**src/sv/lgr_pkg.sv**
```systemverilog
// Shared types and constants for the look-ahead gain ramp block.
package lgr_pkg;

  // Default number of entries in the delay line.
  localparam int DEFAULT_STORE_DEPTH = 256;

  // Width of a gain sample in Q8.8.
  localparam int GAIN_W = 16;

  // Width of the ramp step dividend, magnitude of a Q8.16 gain.
  localparam int DIV_W = 24;

  // Width of the signed Q8.16 ramp accumulator, with headroom.
  localparam int RAMP_W = 26;

  // Controls broadcast from the sequencer to every cell.
  typedef struct packed {
    logic                     shift;
    logic                     pass_ok;
    logic signed [RAMP_W-1:0] ramp;
    logic signed [GAIN_W-1:0] ramp_q8;
    logic signed [GAIN_W-1:0] shift_value;
  } cell_ctl_t;

endpackage

```
**src/sv/lgr_cell.sv**
```systemverilog
// One cell of the delay line: one stored gain entry and the walk token.
module lgr_cell (
  input  logic                               clk,
  input  logic                               rst,
  input  lgr_pkg::cell_ctl_t                 ctl,
  input  logic signed [lgr_pkg::GAIN_W-1:0]  data_in,
  input  logic                               token_in,
  output logic signed [lgr_pkg::GAIN_W-1:0]  entry,
  output logic                               token,
  output logic                               pass
);

  logic signed [lgr_pkg::RAMP_W-1:0] entry_q16;
  logic                              above;

  // Entry widened to Q8.16 and compared with the ramp.
  assign entry_q16 = {{(lgr_pkg::RAMP_W - lgr_pkg::GAIN_W - 8){entry[lgr_pkg::GAIN_W-1]}},
                      entry, 8'h00};
  assign above = (entry_q16 > ctl.ramp);
  assign pass  = token && above && ctl.pass_ok;

  // Shift on a new beat, otherwise take the token and clamp under the ramp.
  always_ff @(posedge clk) begin
    if (rst) begin
      entry <= '0;
      token <= 1'b0;
    end else if (ctl.shift) begin
      entry <= data_in;
      token <= 1'b0;
    end else begin
      token <= token_in;
      if (token && above) begin
        entry <= ctl.ramp_q8;
      end
    end
  end

endmodule

```
**config.mk**
```make
export PLATFORM = sky130hd
export DESIGN_NAME = lgr_cell
export DESIGN_NICKNAME = d
export VERILOG_FILES = /design/src/sv/lgr_pkg.sv /design/src/sv/lgr_cell.sv
export SDC_FILE = /design/constraint.sdc
export NUM_CORES = 1
export LEC_CHECK = 0
export BUFFER_PORTS_ARGS = -buffer_cell sky130_fd_sc_hd__buf_2
export CAP_MARGIN = 20
export CORE_ASPECT_RATIO = 1.5
export CORE_MARGIN = 4
export CORE_UTILIZATION = 45
export CTS_CLUSTER_SIZE = 8
export DETAILED_ROUTE_END_ITERATION = 8
export PLACE_DENSITY = 0.83
export SLEW_MARGIN = 15
export SYNTH_ARGS = -nofsm -noshare
export SYNTH_HDL_FRONTEND = slang
export SYNTH_SLANG_ARGS = --single-unit
export TNS_END_PERCENT = 1
```
**constraint.sdc**
```tcl
create_clock -name clk -period 5.5 [get_ports clk]
set_input_delay 0.55 -clock clk [delete_from_list [all_inputs] [get_ports clk]]
set_output_delay 0.55 -clock clk [all_outputs]
set_load 0.05 [all_outputs]
```
==> results of run 1 <==
==> how the worst max path moves through the flow <==
stage	from	to	cells after the start
2_1_floorplan	entry[15]	pass	8
3_3_place_gp	ctl[57]	pass	9
3_5_place_dp	ctl[57]	pass	9
4_1_cts	ctl[57]	pass	9
5_1_grt	ctl[53]	pass	10
6_report	ctl[57]	pass	9
==> worst max-delay path, stage by stage <==
cell      delay, ps
buf_2            70
inv_1            30
ha_1            400
nand4_4         160
nor4_4          400
o311ai_4        190
a31oi_4         600
nor2_1          100
buf_2           230
==> area by class of cell <==
class,instances,share of cell area [%]
inverters,34,6.34
repair buffers,80,19.9
flip-flops and latches,17,16.9
clock buffers,4,2.24
well taps,42,2.61
multi-input cells,106,52.0
==> per-stage QoR <==
stage                     setup WS, ps  power (mW)  std cells
after global placement            2190       0.301        279
after global routing              2040       0.419        283
after CTS                         2190       0.398        283
final                             2210       0.398        283
after detailed placement          2200       0.304        279
after floorplan                   2170       0.266        171
==> kinds of logic after synthesis <==
logic type / share of synthesized area, %
AO/OA/AOI/OAI: 39.7
buffers and inverters: 14.4
AND/OR/NAND/NOR: 11.0
adder cells (fa/ha/maj): 13.9
flip-flops: 21.0
==> cells in the final DEF, fill, tap and decap left out, types with 2 or more instances in the layout <==
cell / Yosys / routed
nand4_1: 2 / 2
a41oi_1: 16 / 16
clkbuf_8: 0 / 3
dfxtp_1: 17 / 17
a221oi_2: 10 / 10
nand3_1: 2 / 2
and4_1: 2 / 2
nor2_1: 4 / 4
o31ai_1: 6 / 6
o21ai_0: 2 / 2
ha_1: 18 / 18
a221oi_1: 6 / 6
nand4_2: 2 / 2
o31ai_2: 10 / 10
buf_2: 3 / 80
inv_1: 34 / 34
a21oi_1: 8 / 8
nand2_1: 4 / 4
==> sequential cells by signal (all words and copies together), names as in the netlist <==
name   cells
token      1
entry     16
==> power by group <==
part           total, mW  internal [mW]  switching, mW
registers          0.142          0.132        0.00936
logic              0.160         0.0566          0.103
clock network     0.0960         0.0515         0.0446
==> per-layer routing <==
layer | vias to the layer above | track usage (%) | wire (um)
li1 | 801 | - | -
met1 | 749 | 20.4 | 1680
met2 | 60 | 34.0 | 2240
met3 | 12 | 2.83 | 257
met4 | 0 | 8.58 | 110
met5 | - | 0 | 0
==> summary.md, run 1 <==
| Metric | Value |
|---|---|
| Hold slack | `504 ps` |
| Layout fillers | `331` |
| Die area | `4650 um^2` |
| IO buf count | `80` |
| Die Ht | `81.5 um` |
| Worst Hold Launch | `entry[11]` |
| Final hold vios | `0` |
| CP Capture Type | `primary output` |
| F_max | `304 MHz` |
| Max Cap Viol | `0` |
| # rows | `26` |
| Avg Vias per Cell | `5.73` |
| Post-synthesis sequential area ratio | `21.0%` |
| Initial Utilization | `47.0%` |
| Overall Global Routing Usage | `18.4%` |
| Core area | `3450 um^2` |
| Relative slew margins | `45.4%` |
| Number of global-route vias before repair | `1636` |
| Area of the multi-input gates | `1050 um^2` |
| HPWL Detailed | `3.34 mm` |
| Final core utilization | `58.4%` |
| # setup viols final | `0` |
| Clock Skew | `0.260 ps` |
| WS Path Type | `input pin to primary output` |
| Post-layout net count | `339` |
| Leakage | `1.01 nW` |
| Placement Cell Area | `1970 um^2` |
| Worst R2R Start | `entry[15]` |
| Endpoint, Worst Hold | `entry[11]` |
| Max Root-Sink Buffers | `2` |
| Area Overhead vs Synth | `24.2%` |
| Area contributors post-synth | `dfxtp_1 (21%), ha_1 (14%), a221oi_2 (9.3%)` |
| Post-synth top cells | `inv_1 (34), ha_1 (18), dfxtp_1 (17)` |
| Status | `completed` |
| Critical path data required time | `4950 ps` |
| Hold depth | `2` |
| Seq cells post-synth | `17` |
| DR WL/cell | `15.2 um` |
| Post-route ant nets | `0` |
| DR pass1 iterations | `5` |
| Routed WL | `4.29 mm` |
| Register-to-Register Path Depth | `7` |
| Pwr Density | `198 nW/um^2` |
| RSZ-0062 raised after global routing | `false` |
| Worst slew pin tran | `820 ps` |
| Top-area cell type share of the netlist area | `21.0%` |
| WP data arrival | `2740 ps` |
| Fin. max-slew vios | `0` |
| H-tree levels | `1` |
| Die width | `57.0 um` |
| FF-to-FF setup slack | `2780 ps` |
| CTS tree | `done` |
| Clock root buffer | `clkbuf_8` |
| Layout cells sized above 1 | `46.5%` |
| Worst min path class | `register to register` |
| Number of flops mapped to enable cells by yosys | `0` |
| Clk sinks | `17` |
| Synth warn | `0` |
| IO Pins | `97` |
| Cell area after layout | `2010 um^2` |
| Final period util | `59.9%` |
| FF+latch area | `340 um^2` |
| RR Endpoint | `entry[7]` |
| Clk slew on worst S/H paths | `70 ps` |
| DR iter-0 viols | `30` |
| Pin count of the biggest net entering global routing | `34` |
| Mean area per synthesized cell | `9.48 um^2` |
| Hold buffers post-CTS | `0` |
| Post-synth ARST share | `0%` |
| # Post-CTS Setup Buffers | `0` |
| Worst skew pair latency | `250 ps` |
| VDD IR max | `0.135 mV` |
| GP Congestion | `0.796` |
| Area leader, netlist | `dfxtp_1` |
| CP startpoint kind | `input pin` |
| Top FF cell, synth | `dfxtp_1` |
| Syn Std Cell Area | `1620 um^2` |
| Post-cts gate resize count | `0` |
| Most instantiated library cell after synthesis | `inv_1` |
| Via count | `1622` |
| Setup_tns | `0 ps` |
| Synthesized instance count | `171` |
| Gr ovfl total | `0` |
| Post-synth cell types | `36` |
| Critical path peak fanout | `17` |
| Num CTS Buffers | `3` |
| Diodes inserted | `0` |
| DR DRC count | `0` |
| Initial antenna violation count | `0` |
| Mapped Nets | `268` |
| Tmin final | `3290 ps` |
| First-pass GRT wire length | `6.99 mm` |
No activity file was read; power rests on OpenSTA's default activity.
==> run 2: changes to the inputs <==
--- a/config.mk
+++ b/config.mk
@@ -9,10 +9,10 @@
 export CAP_MARGIN = 20
 export CORE_ASPECT_RATIO = 1.5
 export CORE_MARGIN = 4
-export CORE_UTILIZATION = 45
+export CORE_UTILIZATION = 44
 export CTS_CLUSTER_SIZE = 8
 export DETAILED_ROUTE_END_ITERATION = 8
-export PLACE_DENSITY = 0.83
+export PLACE_DENSITY = 0.81
 export SLEW_MARGIN = 15
 export SYNTH_ARGS = -nofsm -noshare
 export SYNTH_HDL_FRONTEND = slang
==> constraint.sdc (replaced) <==
create_clock -name clk -period 3.1 [get_ports clk]
set_input_delay 0.31 -clock clk [delete_from_list [all_inputs] [get_ports clk]]
set_output_delay 0.31 -clock clk [all_outputs]
set_load 0.05 [all_outputs]
==> run 2 against run 1 <==
Effect of this change:
- worst hold slack worse by 200 ps
- routed wire length is 4.6% higher
- cell count is 1.4% higher
- sequential power is 77% higher
- power is 79% higher
- clock skew is 4.0 ps higher
- critical endpoint unchanged
==> summary.md, run 2 (synthesis gave the netlist of run 1 again) <==
| Metric | Value |
|---|---|
| Worst R2R Start | `entry[15] (unchanged)` |
| RSZ-0062 raised after global routing | `false (unchanged)` |
| Critical path peak fanout | `9 (was 17)` |
| Gr ovfl total | `0 (unchanged)` |
| Num CTS Buffers | `3 (unchanged)` |
| Final hold vios | `0 (unchanged)` |
| WS Path Type | `register to primary output (was input pin to primary output)` |
| Clk sinks | `17 (unchanged)` |
| DR DRC count | `0 (unchanged)` |
| Hold buffers post-CTS | `0 (unchanged)` |
| CP Capture Type | `primary output (unchanged)` |
| Final period util | `88.9%` |
| Routed WL | `4.49 mm (was 4.29 mm)` |
| Initial Utilization | `46.6% (was 47.0%)` |
| Final core utilization | `58.7% (was 58.4%)` |
| Leakage | `1.03 nW (was 1.01 nW)` |
| GP Congestion | `0.762 (was 0.796)` |
| CTS tree | `done (unchanged)` |
| IO buf count | `80 (unchanged)` |
| Placed cells | `283 (was 279)` |
| Placement Cell Area | `2000 um^2 (was 1970 um^2)` |
| DR iter-0 viols | `60 (was 30)` |
| Max reg flops | `16 (unchanged)` |
| Worst slew pin tran | `837 ps (was 820 ps)` |
| Largest regs | `entry x16, token x1 (unchanged)` |
| Fin. max-slew vios | `0 (unchanged)` |
| Final Non-Filler Cells | `287 (was 283)` |
| Relative slew margins | `44.2% (was 45.4%)` |
| Hold slack | `306 ps (was 504 ps)` |
| Critical path data required time | `2790 ps (was 4950 ps)` |
| Pre-CTS setup slack | `329 ps (was 2200 ps)` |
| Largest register by flop count | `entry (unchanged)` |
| Worst min path class | `input pin to register (was register to register)` |
| FF-to-FF setup slack | `360 ps (was 2780 ps)` |
| Number of global-route vias before repair | `1543 (was 1636)` |
| Clock root buffer | `clkbuf_8 (unchanged)` |
| Commonest non-fill, non-tap cells in the layout | `buf_2 (80), inv_1 (34), ha_1 (18) (unchanged)` |
| # Post-CTS Setup Buffers | `0 (unchanged)` |
| VDD IR max | `0.352 mV (was 0.135 mV)` |
| Total power | `0.711 mW (was 0.398 mW)` |
| Final setup margin | `344 ps (was 2210 ps)` |
| Status | `completed (unchanged)` |
| Post-cts gate resize count | `0 (unchanged)` |
| Worst skew pair latency | `250 ps (about the same)` |
| Core area | `3480 um^2 (was 3450 um^2)` |
| Pwr Density | `348 nW/um^2 (was 198 nW/um^2)` |
| Clock Skew | `4.27 ps (was 0.260 ps)` |
| Avg Vias per Cell | `5.72 (was 5.73)` |
| DR pass1 iterations | `5 (unchanged)` |
| Pin count of the biggest net entering global routing | `34 (unchanged)` |
| Post-route ant nets | `0 (unchanged)` |
| Tmin final | `2760 ps` |
| HPWL Detailed | `3.62 mm (was 3.34 mm)` |
| DR WL/cell | `15.6 um (was 15.2 um)` |
| Die width | `57.6 um (was 57.0 um)` |
| Die Ht | `82.4 um (was 81.5 um)` |
| Diodes inserted | `0 (unchanged)` |
| Overall Global Routing Usage | `19.5% (was 18.4%)` |
| Worst Hold Launch | `data_in[2] (was entry[11])` |
| CP startpoint kind | `register (was input pin)` |
| F_max | `363 MHz` |
| Setup_tns | `0 ps (unchanged)` |
| Via count | `1642 (was 1622)` |
| Layout cells sized above 1 | `47.8% (was 46.5%)` |
| Hold depth | `3 (was 2)` |
| Register-to-Register Path Depth | `7 (unchanged)` |
| First-pass GRT wire length | `7.29 mm (was 6.99 mm)` |
| Max Cap Viol | `0 (unchanged)` |
| Max Root-Sink Buffers | `2 (unchanged)` |
| Commonest non-fill, non-tap cell in the layout | `buf_2 (unchanged)` |
| Die area | `4740 um^2 (was 4650 um^2)` |
| Area Overhead vs Synth | `26.1% (was 24.2%)` |
| # setup viols final | `0 (unchanged)` |
| Endpoint, Worst Hold | `entry[2] (was entry[11])` |
| Clk slew on worst S/H paths | `70 ps (about the same)` |
| Initial antenna violation count | `0 (unchanged)` |
| H-tree levels | `1 (unchanged)` |
| WP data arrival | `2450 ps (was 2740 ps)` |
| RR Endpoint | `entry[4] (was entry[7])` |
| Post-layout net count | `343 (was 339)` |
| Cell area after layout | `2040 um^2 (was 2010 um^2)` |
| # rows | `26 (unchanged)` |
| IO Pins | `97 (unchanged)` |
-- run 2: where the power goes --
group	leakage (nW)	internal [mW]	total (mW)	switching, mW
logic	0.868	0.105	0.291	0.186
registers	0.141	0.235	0.251	0.0163
clock network	0.0255	0.0892	0.168	0.0789
total	1.03	0.429	0.711	0.281
-- run 2: metal layers --
metal  share of wire [%]  vias to the layer above  global-route usage, %
met5                   0                        -                      0
met4                 2.1                        0                   8.12
met3                 7.0                       10                   2.95
met2                  54                       65                   34.3
met1                  36                      760                   23.5
li1                    -                      807                      -
-- run 2: worst max-delay path by stage --
stage | slack [ps] | end | from
5_1_grt | 120 | entry[4] | entry[15]
6_report | 340 | pass | entry[15]
4_1_cts | 330 | pass | entry[15]
2_1_floorplan | 8 | pass | entry[15]
3_3_place_gp | 380 | entry[6] | ctl[53]
3_5_place_dp | 330 | entry[5] | ctl[53]
-- run 2: critical path, cell delays in order, from the launching register on --
cell	delay (ps)
dfxtp_1	360
ha_1	430
nand4_4	160
nor4_4	380
o311ai_4	190
a31oi_4	370
nor2_1	80
buf_2	220
-- run 2: final cells by class --
type                    count  area, um^2
flip-flops and latches     17         340
inverters                  34         128
repair buffers             84         430
clock inverters             1        5.00
multi-input cells         106        1050
fillers                   323        1440
well taps                  42        52.6
clock buffers               3        41.3
