--- src/sv/lgr_pkg.sv ---
// Shared types and constants for the look-ahead gain ramp block.
package lgr_pkg;

  // Default number of entries in the delay line.
  localparam int DEFAULT_STORE_DEPTH = 256;

  // Width of a gain sample in Q8.8.
  localparam int GAIN_W = 16;

  // Width of the ramp step dividend, magnitude of a Q8.16 gain.
  localparam int DIV_W = 24;

  // Width of the signed Q8.16 ramp accumulator, with headroom.
  localparam int RAMP_W = 26;

  // Controls broadcast from the sequencer to every cell.
  typedef struct packed {
    logic                     shift;
    logic                     pass_ok;
    logic signed [RAMP_W-1:0] ramp;
    logic signed [GAIN_W-1:0] ramp_q8;
    logic signed [GAIN_W-1:0] shift_value;
  } cell_ctl_t;

endpackage

--- src/sv/lgr_divider.sv ---
// Restoring divider, one quotient bit per cycle, for the ramp step.
module lgr_divider #(
  parameter int IW = 8
) (
  input  logic                       clk,
  input  logic                       rst,
  input  logic                       start,
  input  logic [lgr_pkg::DIV_W-1:0]  dividend,
  input  logic [IW-1:0]              divisor,
  output logic                       done,
  output logic [lgr_pkg::DIV_W-1:0]  quotient
);

  localparam int CW = $clog2(lgr_pkg::DIV_W + 1);

  logic [CW-1:0] count;
  logic [IW-1:0] rem;
  logic [IW:0]   trial;
  logic          fits;

  // Bring down the next dividend bit and try a subtract.
  assign trial = {rem, quotient[lgr_pkg::DIV_W-1]};
  assign fits  = (trial >= {1'b0, divisor});

  // Iterate over all dividend bits, most significant first.
  always_ff @(posedge clk) begin
    if (rst) begin
      count <= '0;
      done  <= 1'b0;
    end else if (start) begin
      count    <= CW'(lgr_pkg::DIV_W);
      rem      <= '0;
      quotient <= dividend;
      done     <= 1'b0;
    end else if (count != '0) begin
      count    <= count - 1'b1;
      rem      <= fits ? IW'(trial - {1'b0, divisor}) : IW'(trial);
      quotient <= {quotient[lgr_pkg::DIV_W-2:0], fits};
      done     <= (count == CW'(1));
    end else begin
      done <= 1'b0;
    end
  end

endmodule

--- config.mk ---
export PLATFORM = sky130hd
export DESIGN_NAME = lgr_divider
export DESIGN_NICKNAME = d
export VERILOG_FILES = /design/src/sv/lgr_pkg.sv /design/src/sv/lgr_divider.sv
export SDC_FILE = /design/constraint.sdc
export NUM_CORES = 1
export LEC_CHECK = 0
export BUFFER_PORTS_ARGS = -buffer_cell sky130_fd_sc_hd__buf_4
export CORE_ASPECT_RATIO = 0.75
export CORE_MARGIN = 2
export CORE_UTILIZATION = 40
export DETAILED_ROUTE_END_ITERATION = 16
export SLEW_MARGIN = 20
export SYNTH_ARGS = -nofsm -noshare
export SYNTH_HDL_FRONTEND = slang
export SYNTH_SLANG_ARGS = --single-unit
--- constraint.sdc ---
create_clock -name clk -period 4.7 [get_ports clk]
set_clock_uncertainty 0.15 [all_clocks]
set_input_delay 0.705 -clock clk [delete_from_list [all_inputs] [get_ports clk]]
set_output_delay 0.705 -clock clk [all_outputs]
set_load 0.02 [all_outputs]
==> impl_metrics.csv, run 1 <==
group,metric,value,unit
sta,fmax,416,MHz
yosys,yosysUniqueCellTypes,41,
yosys,syn_nets,218,
yosys,ys_seq_area_frac,0.512,
floorplan,die_x,87.9,microns
cells_and_area,finalNetCount,281,
yosys,postSynthAreaPerCell,12.3,sq um
cells_and_area,drive_above_1_share,0.419,
sta,worst_slack,2290,ps
pwr,cellLeakagePower,1.10,nW
drt,drc_errors,0,
cts,ctsResizeCount,0,
cells_and_area,fin_util,0.546,
sta,hold_viol,0,
grt,overflow,0,
yosys,yosys_warnings,0,
critical_path,required,4520,ps
critical_path,critPathMaxFanout,39,
sta,finalCritPeriodShare,0.512,
place,dp_hpwl,3.32,mm
sta,slew-limit-headroom,0.490,
min_path,min_from,"count[4]$_SDFFE_PP0N_",
cts,cts_made_buffers,5,
critical_path,worst-setup-path-type,"in2reg",
grt,antenna_found_initial,0,
cts,clock_latency,280,ps
critical_path,cp_slowest_cell,"nor2_2",
cts,post_cts_buffers,0,
floorplan,initial_core_util,0.424,
floorplan,placementRows,22,
drt,routedWlPerCell,14.2,microns
floorplan,dieArea,5880,sq um
drt,firstDrtPassIters,4,
drt,ant_nets,0,
drt,drt_iter0_markers,70,
min_path,min_path_type,"reg2reg",
critical_path,cp_common_cell,"buf_4",
pwr,power_density,347,nW/um^2
sta,slew_violations,0,
critical_path,crit_chain,"buf_4 > nor2_1 > nor2_2 > buf_4",
cts,cts_sinks,38,
sta,tns,0,ps
critical_path,crit_start,"start",
floorplan,dieHeight,66.9,microns
pwr,peakVddDrop,0.210,mV
yosys,ys_ff_latch,38,
drt,via_per_inst,4.98,
cts,tritoncts,"done",
sta,tightestPinTransition,765,ps
place,portBuffers,59,
yosys,syn_area,2110,sq um
critical_path,cpPeakStageDelay,610,ps
sta,setup_viol,0,
cells_and_area,syn2layout_area_growth,28.9,%
drt,via_count,1534,
sta,rsz0062_at_grt,"no",
critical_path,startpoint_type,"input pin",
grt,grt_pass1_wl,7.04,mm
critical_path,cp.arrival,2230,ps
cts,ctsLongestPathBuffers,2,
grt,grt_max_degree,40,
place,place_congestion,0.828,
cells_and_area,n_antenna_cell,0,
cells_and_area,final_cell_area,2720,sq um
place,pre_cts_slack,1980,ps
critical_path,r2r_slack,2390,ps
status,status,"finished clean",
cts,clockRootBuffer,"clkbuf_8",
drt,wl,4.39,mm
floorplan,ios,60,
cts,ctsHoldBuffers,0,
floorplan,core_area,4980,sq um
cts,htreeDepth,2,
run,drv_cap,0,
yosys,syn_inst,172,
sta,fin_crit,2410,ps
cts,cts.reportedPaths.clkPinSlew,70,ps
grt,globalRouteTotalUtil,0.155,
critical_path,r2r-start,"count[0]$_SDFFE_PP0P_",
place,place_area,2640,sq um
critical_path,critPathCaptureType,"register",
grt,grt_pass1_vias,1480,
-- worst max-delay path: cells and delay by family --
family | cells | cell delay, ps
buffers and inverters | 2 | 780
AND/OR/NAND/NOR | 2 | 730
-- cells in the mapped netlist, drive strengths merged --
cell type  instances  area share
nand3              6       0.014
fa                 1      0.0095
nor3               8       0.021
o311ai             1      0.0041
clkbuf             3      0.0053
and2               2      0.0059
o211a              1      0.0047
nor4               2      0.0059
o211ai             2      0.0071
a31oi              2       0.013
dfxtp              6       0.057
mux2              24        0.13
xnor2              3       0.012
nor2               9       0.016
a21o               1      0.0036
o21a               2      0.0071
nand2              6       0.011
buf                1      0.0018
or3                2      0.0059
a21oi             10       0.025
a211oi             5       0.024
o21ai              6       0.014
inv               11       0.020
and3b              1      0.0041
o31a               1      0.0047
nor2b              4       0.012
and3               2      0.0065
o31ai              1       0.010
a2111oi            1      0.0041
a31o               1      0.0083
edfxtp            32        0.45
ha                10       0.059
a211o              2      0.0083
o32a               1      0.0047
nor3b              1      0.0036
o22ai              1      0.0030
-- cell usage in the layout, fill, tap and decap left out, types with 2 or more instances in the layout --
master and n:
buf_4 60, edfxtp_1 32, mux2_2 24, inv_1 11, ha_1 10, a21oi_1 9, nor2_1 8, nor3_1 7
nand3_1 6, nand2_1 6, o21ai_0 6, dfxtp_1 6, clkbuf_8 5, nor2b_1 4, a211oi_1 4, xnor2_1 3
and2_1 2, or3_1 2, a211o_1 2, o21a_1 2, o211ai_1 2, nor4_1 2
-- report_power, final --
group | leakage (nW) | switching (mW) | internal, mW
Clock | 0.0426 | 0.108 | 0.102
Combinational | 0.699 | 0.157 | 0.137
Sequential | 0.362 | 0.0234 | 0.415
Total | 1.10 | 0.289 | 0.655
-- sequential cells by signal (all words and copies together), names as in the netlist --
name	cells
quotient	24
rem	8
count	5
done	1
-- metrics by stage --
| stage | instances | hold WS [ps] | power [mW] |
|---|---|---|---|
| floorplan | 172 | 308 | 0.646 |
| CTS | 308 | 354 | 0.952 |
| global route | 308 | 387 | 1.00 |
| finish | 308 | 352 | 0.944 |
| detailed placement | 300 | 336 | 0.741 |
| global placement | 300 | 334 | 0.732 |
-- cell families (layout without fill, tap and decap cells) --
family	Yosys count	count (layout)	synth area share
flip-flops	38	38	0.512
AO/OA/AOI/OAI	38	38	0.146
AND/OR/NAND/NOR	43	43	0.106
multiplexers	24	24	0.128
buffers and inverters	15	79	0.0267
XOR/XNOR	3	3	0.0124
adder cells (fa/ha/maj)	11	11	0.0687
-- final cells by class --
cell class	instances	area (sq um)
clock inverters	2	8.76
repair buffers	60	450
multi-input cells	119	977
well taps	72	90.1
flip-flops and latches	38	1080
fillers	418	2260
inverters	11	41.3
clock buffers	6	72.6
-- final timing paths --
path	endpoint	cells after the start
max	quotient[8]$_DFFE_PP_	4
min	count[4]$_SDFFE_PP0N_	2
max reg2reg	quotient[8]$_DFFE_PP_	6
min reg2reg	count[4]$_SDFFE_PP0N_	2
-- metal layers --
layer | vias up | routed length (microns) | global-route usage
li1 | 781 | - | -
met1 | 719 | 2090 | 0.210
met2 | 32 | 2110 | 0.248
met3 | 2 | 178 | 0.0434
met4 | 0 | 13 | 0.0288
met5 | - | 0 | 0
(Power assumes the default switching activity.)
==> inputs of run 2 (changes only) <==
==> constraint.sdc (replaced) <==
create_clock -name clk -period 2.4 [get_ports clk]
set_clock_uncertainty 0.15 [all_clocks]
set_input_delay 0.36 -clock clk [delete_from_list [all_inputs] [get_ports clk]]
set_output_delay 0.36 -clock clk [all_outputs]
set_load 0.02 [all_outputs]
==> run 2 against run 1 <==
Combinational power up 98%. Via count up 0.85%. Global-route usage down 0.95 points. Worst setup slack worse by 2100 ps. Cell area up 0.92%. Count of clock-buffer cells in the layout unchanged. Largest cell class unchanged.
==> impl_metrics.csv, run 2 (same netlist as run 1, synthesis figures left out) <==
group,metric,value,unit
cts,ctsHoldBuffers,0,
pwr,power.switching,0.565,mW
critical_path,required,2280,ps
place,dp_hpwl,3.21,mm
run,drv_cap,0,
min_path,min_path_type,"in2reg",
sta,rsz0062_at_grt,"no",
grt,grt_max_degree,40,
floorplan,die_x,87.9,microns
pwr,power_frac_comb,0.316,
grt,globalRouteTotalUtil,0.145,
drt,ant_nets,0,
cells_and_area,final_cell_mix,"buf_4 (60), edfxtp_1 (32), mux2_2 (24)",
critical_path,critPathMaxFanout,6,
cells_and_area,top_register,"quotient",
cells_and_area,n_antenna_cell,0,
cells_and_area,fin_util,0.551,
place,pre_cts_slack,87.8,ps
place,portBuffers,59,
place,place_congestion,0.775,
cells_and_area,final_common_cell,"buf_4",
floorplan,ios,60,
pwr,peakVddDrop,0.378,mV
drt,firstDrtPassIters,4,
cts,clockRootBuffer,"clkbuf_8",
sta,fmax,443,MHz
cells_and_area,final_cell_area,2750,sq um
critical_path,cp.arrival,2140,ps
cts,post_cts_buffers,0,
pwr,pwr-share-seq,0.462,
sta,tightestPinTransition,446,ps
sta,slew-limit-headroom,0.703,
floorplan,placementRows,22,
cells_and_area,syn2layout_area_growth,30.0,%
status,status,"finished clean",
cts,ctsLongestPathBuffers,2,
cts,tritoncts,"done",
place,place_area,2670,sq um
floorplan,dieArea,5880,sq um
drt,drc_errors,0,
pwr,pwr-share-clk,0.223,
critical_path,critPathCaptureType,"register",
cts,cts_sinks,38,
cts,ctsResizeCount,0,
drt,drt_iter0_markers,98,
sta,tns,0,ps
floorplan,core_area,4980,sq um
pwr,cellLeakagePower,1.11,nW
cts,htreeDepth,2,
sta,finalCritPeriodShare,0.940,
cells_and_area,top_regs,"quotient (24), rem (8), count (5)",
sta,slew_violations,0,
floorplan,initial_core_util,0.424,
cells_and_area,finalNetCount,282,
pwr,power.internal,1.29,mW
cells_and_area,largest_register_ffs,24,
grt,overflow,0,
drt,wl,4.25,mm
sta,worst_slack,145,ps
sta,hold_viol,0,
critical_path,worst-setup-path-type,"reg2reg",
cts,cts_made_buffers,5,
drt,via_count,1547,
drt,routedWlPerCell,13.8,microns
sta,setup_viol,0,
drt,via_per_inst,5.01,
cts,cts.reportedPaths.clkPinSlew,70,ps
critical_path,startpoint_type,"register",
pwr,swShare,0.305,
cells_and_area,drive_above_1_share,0.422,
pwr,power_density,675,nW/um^2
sta,fin_crit,2260,ps
grt,grt_pass1_wl,6.56,mm
grt,antenna_found_initial,0,
floorplan,dieHeight,66.9,microns
cts,clock_latency,280,ps
grt,grt_pass1_vias,1499,
==> run 2: metrics by stage <==
step / power [mW] / instances / hold slack (ps)
2_1_floorplan: 1.27 / 172 / 282
3_3_place_gp: 1.44 / 301 / 325
3_5_place_dp: 1.46 / 301 / 351
4_1_cts: 1.88 / 309 / 148
5_1_grt: 1.96 / 309 / 146
6_report: 1.85 / 309 / 156
==> run 2: final cells by class <==
class,count,area [sq um]
fill,456,2240
clock buffer,6,72.6
clock inverter,2,8.76
inverter,11,41.3
sequential,38,1080
tap,72,90.1
timing repair buffer,61,470
multi-input combinational,119,982
==> run 2: worst max-delay path, cell delays in order, from the launching register on <==
cell      delay, ps
edfxtp_1        420
ha_1            300
nor2b_1         170
o31ai_4         330
a31o_4          250
nand2_1          90
mux2_2          290
==> run 2: power groups by stage <==
stage          logic [mW]  clock network, mW  registers [mW]
6_report            0.585              0.413           0.856
5_1_grt             0.641              0.458           0.866
4_1_cts             0.589              0.432           0.858
3_5_place_dp        0.587                  0           0.872
3_3_place_gp        0.571                  0           0.870
2_1_floorplan       0.354                  0           0.911
==> run 2: routing by layer <==
| layer | global-route usage | wire length (microns) |
|---|---|---|
| met1 | 0.171 | 1830 |
| met2 | 0.254 | 2160 |
| met3 | 0.0545 | 245 |
| met4 | 0.0288 | 13 |
| met5 | 0 | 0 |
==> run 2: final timing paths <==
kind | depth (start not counted) | endpoint | slack [ps] | from
max | 6 | quotient[0]$_DFFE_PP_ | 140 | rem[0]$_SDFFCE_PP0P_
min | 2 | count[4]$_SDFFE_PP0N_ | 160 | rst
max reg2reg | 6 | quotient[0]$_DFFE_PP_ | 140 | rem[0]$_SDFFCE_PP0P_
min reg2reg | 2 | count[4]$_SDFFE_PP0N_ | 360 | count[4]$_SDFFE_PP0N_
==> inputs of run 3 (changes only) <==
--- a/config.mk
+++ b/config.mk
@@ -5,11 +5,13 @@
 export SDC_FILE = /design/constraint.sdc
 export NUM_CORES = 1
 export LEC_CHECK = 0
+export ABC_AREA = 1
 export BUFFER_PORTS_ARGS = -buffer_cell sky130_fd_sc_hd__buf_4
 export CORE_ASPECT_RATIO = 0.75
 export CORE_MARGIN = 2
 export CORE_UTILIZATION = 40
 export DETAILED_ROUTE_END_ITERATION = 16
+export HOLD_SLACK_MARGIN = 0.02
 export SLEW_MARGIN = 20
 export SYNTH_ARGS = -nofsm -noshare
 export SYNTH_HDL_FRONTEND = slang
==> run 3 against run 2 <==
Utilization shrank 1.8 points. Count of clock-buffer cells in the layout grew 2. Critical endpoint is now rem[4]$_SDFFCE_PP0P_. Worst hold slack worse by 53 ps. Worst setup slack improved by 210 ps. Via count increased by 20%. Largest power group unchanged. Sequential share of layout area shrank 1.5 points. Combinational power rose by 3.6%. Synthesized cell count rose by 58%.
==> impl_metrics.csv, run 3 <==
group,metric,value,unit
status,status,"finished clean",
yosys,synth_most_common_cell,"nand2_1",
min_path,min_to,"count[4]$_SDFFE_PP0N_",
cells_and_area,syn2layout_area_growth,27.9,%
place,portBuffers,59,
cts,cts_sinks,38,
drt,drc_errors,0,
cts,cts.reportedPaths.clkPinSlew,70,ps
cells_and_area,final_cell_mix,"nand2_1 (110), buf_4 (61), inv_1 (35)",
sta,setup_viol,0,
critical_path,critPathMaxFanout,3,
cells_and_area,fill_cells,527,
grt,grt_pass1_wl,7.54,mm
drt,drt_iter0_markers,130,
drt,routedWlPerCell,11.9,microns
cts,ctsHoldBuffers,0,
cts,ctsResizeCount,0,
min_path,min_path_cells,2,
yosys,yosys_warnings,0,
floorplan,ios,60,
yosys,syn_area,2230,sq um
drt,via_count,1857,
min_path,min_path_type,"in2reg",
cts,clock_latency,280,ps
pwr,peakVddDrop,0.365,mV
cts,cts_made_buffers,5,
yosys,syn_inst,272,
grt,grt_max_degree,33,
yosys,synth_top_cell_by_area,"edfxtp_1",
critical_path,r2r-start,"quotient[23]$_DFFE_PP_",
yosys,ys_seq_area_frac,0.484,
critical_path,rr_endpoint,"rem[4]$_SDFFCE_PP0P_",
floorplan,core_area,5350,sq um
floorplan,die_x,90.3,microns
critical_path,reg2reg_depth,7,
critical_path,required,2290,ps
yosys,async_flop_share,0,
yosys,synth_edf_count,32,
place,place_congestion,0.886,
sta,rsz0062_at_grt,"no",
grt,overflow,0,
yosys,synth_common_cells,"nand2_1 (110), inv_1 (35), edfxtp_1 (32)",
floorplan,initial_core_util,0.417,
pwr,power_density,655,nW/um^2
sta,finalCritPeriodShare,0.854,
pwr,cellLeakagePower,1.44,nW
cells_and_area,finalNetCount,381,
cells_and_area,largest_register_ffs,24,
sta,worst_slack,350,ps
sta,fmax,488,MHz
drt,wl,4.90,mm
sta,slew-limit-headroom,0.686,
cells_and_area,n_antenna_cell,0,
yosys,syn_nets,318,
grt,grt_pass1_vias,1531,
critical_path,cp.arrival,1940,ps
yosys,synth_ff_type,"edfxtp_1",
cells_and_area,final_cell_area,2860,sq um
drt,ant_nets,0,
place,pre_cts_slack,380,ps
cts,post_cts_buffers,0,
cells_and_area,final_common_cell,"nand2_1",
cts,htreeDepth,2,
critical_path,critPathCaptureType,"register",
cts,ctsLongestPathBuffers,2,
drt,top_layer_used,"met4",
drt,firstDrtPassIters,4,
sta,tightestPinTransition,471,ps
sta,holdWs,103,ps
floorplan,dieHeight,68.7,microns
place,dp_hpwl,3.73,mm
grt,globalRouteTotalUtil,0.158,
cells_and_area,layout.cells.non_filler,411,
floorplan,dieArea,6200,sq um
yosys,yosysUniqueCellTypes,30,
cts,tritoncts,"done",
critical_path,worst-setup-path-type,"reg2reg",
place,place_area,2780,sq um
cells_and_area,top_regs,"quotient (24), rem (8), count (5)",
cells_and_area,drive_above_1_share,0.250,
drt,dr_wl_met3,345,microns
floorplan,placementRows,23,
sta,fin_crit,2050,ps
critical_path,r2r_slack,350,ps
yosys,ys_ff_latch,38,
run,drv_cap,0,
drt,route.met2.wl,2.15,mm
sta,slew_violations,0,
min_path,min_from,"rst",
critical_path,startpoint_type,"register",
yosys,postSynthAreaPerCell,8.21,sq um
cells_and_area,top_register,"quotient",
sta,hold_viol,0,
yosys,synth_top_area_share,0.430,
cts,clockRootBuffer,"clkbuf_8",
sta,tns,0,ps
drt,via_per_inst,4.52,
place,dp_cells,403,
drt,met1Wirelength,2.38,mm
yosys,synthTopCellsByArea,"edfxtp_1 (43%), nand2_1 (18%), inv_1 (5.9%), ha_1 (5.6%), dfxtp_1 (5.4%)",
grt,antenna_found_initial,0,
run 3: cell types whose count changed in the layout (fill, tap and decap cells not counted), sizes merged, moves of 4 or more:
cell,change
nor3,-6
nand2,+112
nand3,+4
inv,+25
nor2b,-4
nor2,+16
mux2,-24
a211oi,-5
run 3: kinds of logic (layout without fill, tap and decap cells):
kind of cell	count (synthesis)	in the layout	share of synthesized area
AOI/OAI and AO/OA	15	15	0.0459
xor gates and xnor gates	3	3	0.0118
adders and majority gates	11	11	0.0650
buffers and inverters	42	106	0.0734
DFF	38	38	0.484
and+or+nand+nor	163	163	0.320
run 3: per-layer routing:
layer,GRT usage,up-vias
met5,0,-
met4,0.0404,0
met3,0.0446,2
met2,0.223,46
met1,0.236,826
li1,-,983
run 3: how the worst max path moves through the flow:
stage,end,slack [ps],start,depth (start not counted)
floorplan,quotient[0]$_DFFE_PP_,390,count[0]$_SDFFE_PP0P_,5
global placement,rem[6]$_SDFFCE_PP0P_,360,divisor[0],11
detailed placement,rem[4]$_SDFFCE_PP0P_,380,divisor[0],7
CTS,rem[4]$_SDFFCE_PP0P_,390,quotient[23]$_DFFE_PP_,7
global route,rem[4]$_SDFFCE_PP0P_,220,quotient[23]$_DFFE_PP_,7
finish,rem[4]$_SDFFCE_PP0P_,350,quotient[23]$_DFFE_PP_,7
run 3: area by class of cell:
class	count	area (sq um)	share of cell area
multi-input cells	192	988	0.346
clock buffers	8	80.1	0.0280
inverters	36	135	0.0473
repair buffers	62	478	0.167
flip-flops and latches	38	1080	0.378
well taps	75	93.8	0.0329
run 3: critical path, cell delays in order, from the launching register on:
cell and delay (ps):
edfxtp_1 380, inv_1 90, ha_1 210, fa_1 450
o21ai_0 240, xor2_1 100, nor2_1 130, nor2_1 60
run 3: power breakdown:
group	internal [mW]	leakage (nW)	switching (mW)
logic	0.244	1.04	0.363
registers	0.808	0.365	0.0402
clock network	0.206	0.0395	0.210
run 3: per-stage QoR:
| stage | util | power, mW |
|---|---|---|
| 2_1_floorplan | - | 1.27 |
| 6_report | 0.534 | 1.87 |
| 3_3_place_gp | 0.519 | 1.47 |
| 3_5_place_dp | 0.519 | 1.47 |
| 4_1_cts | 0.534 | 1.89 |
| 5_1_grt | 0.534 | 2.00 |
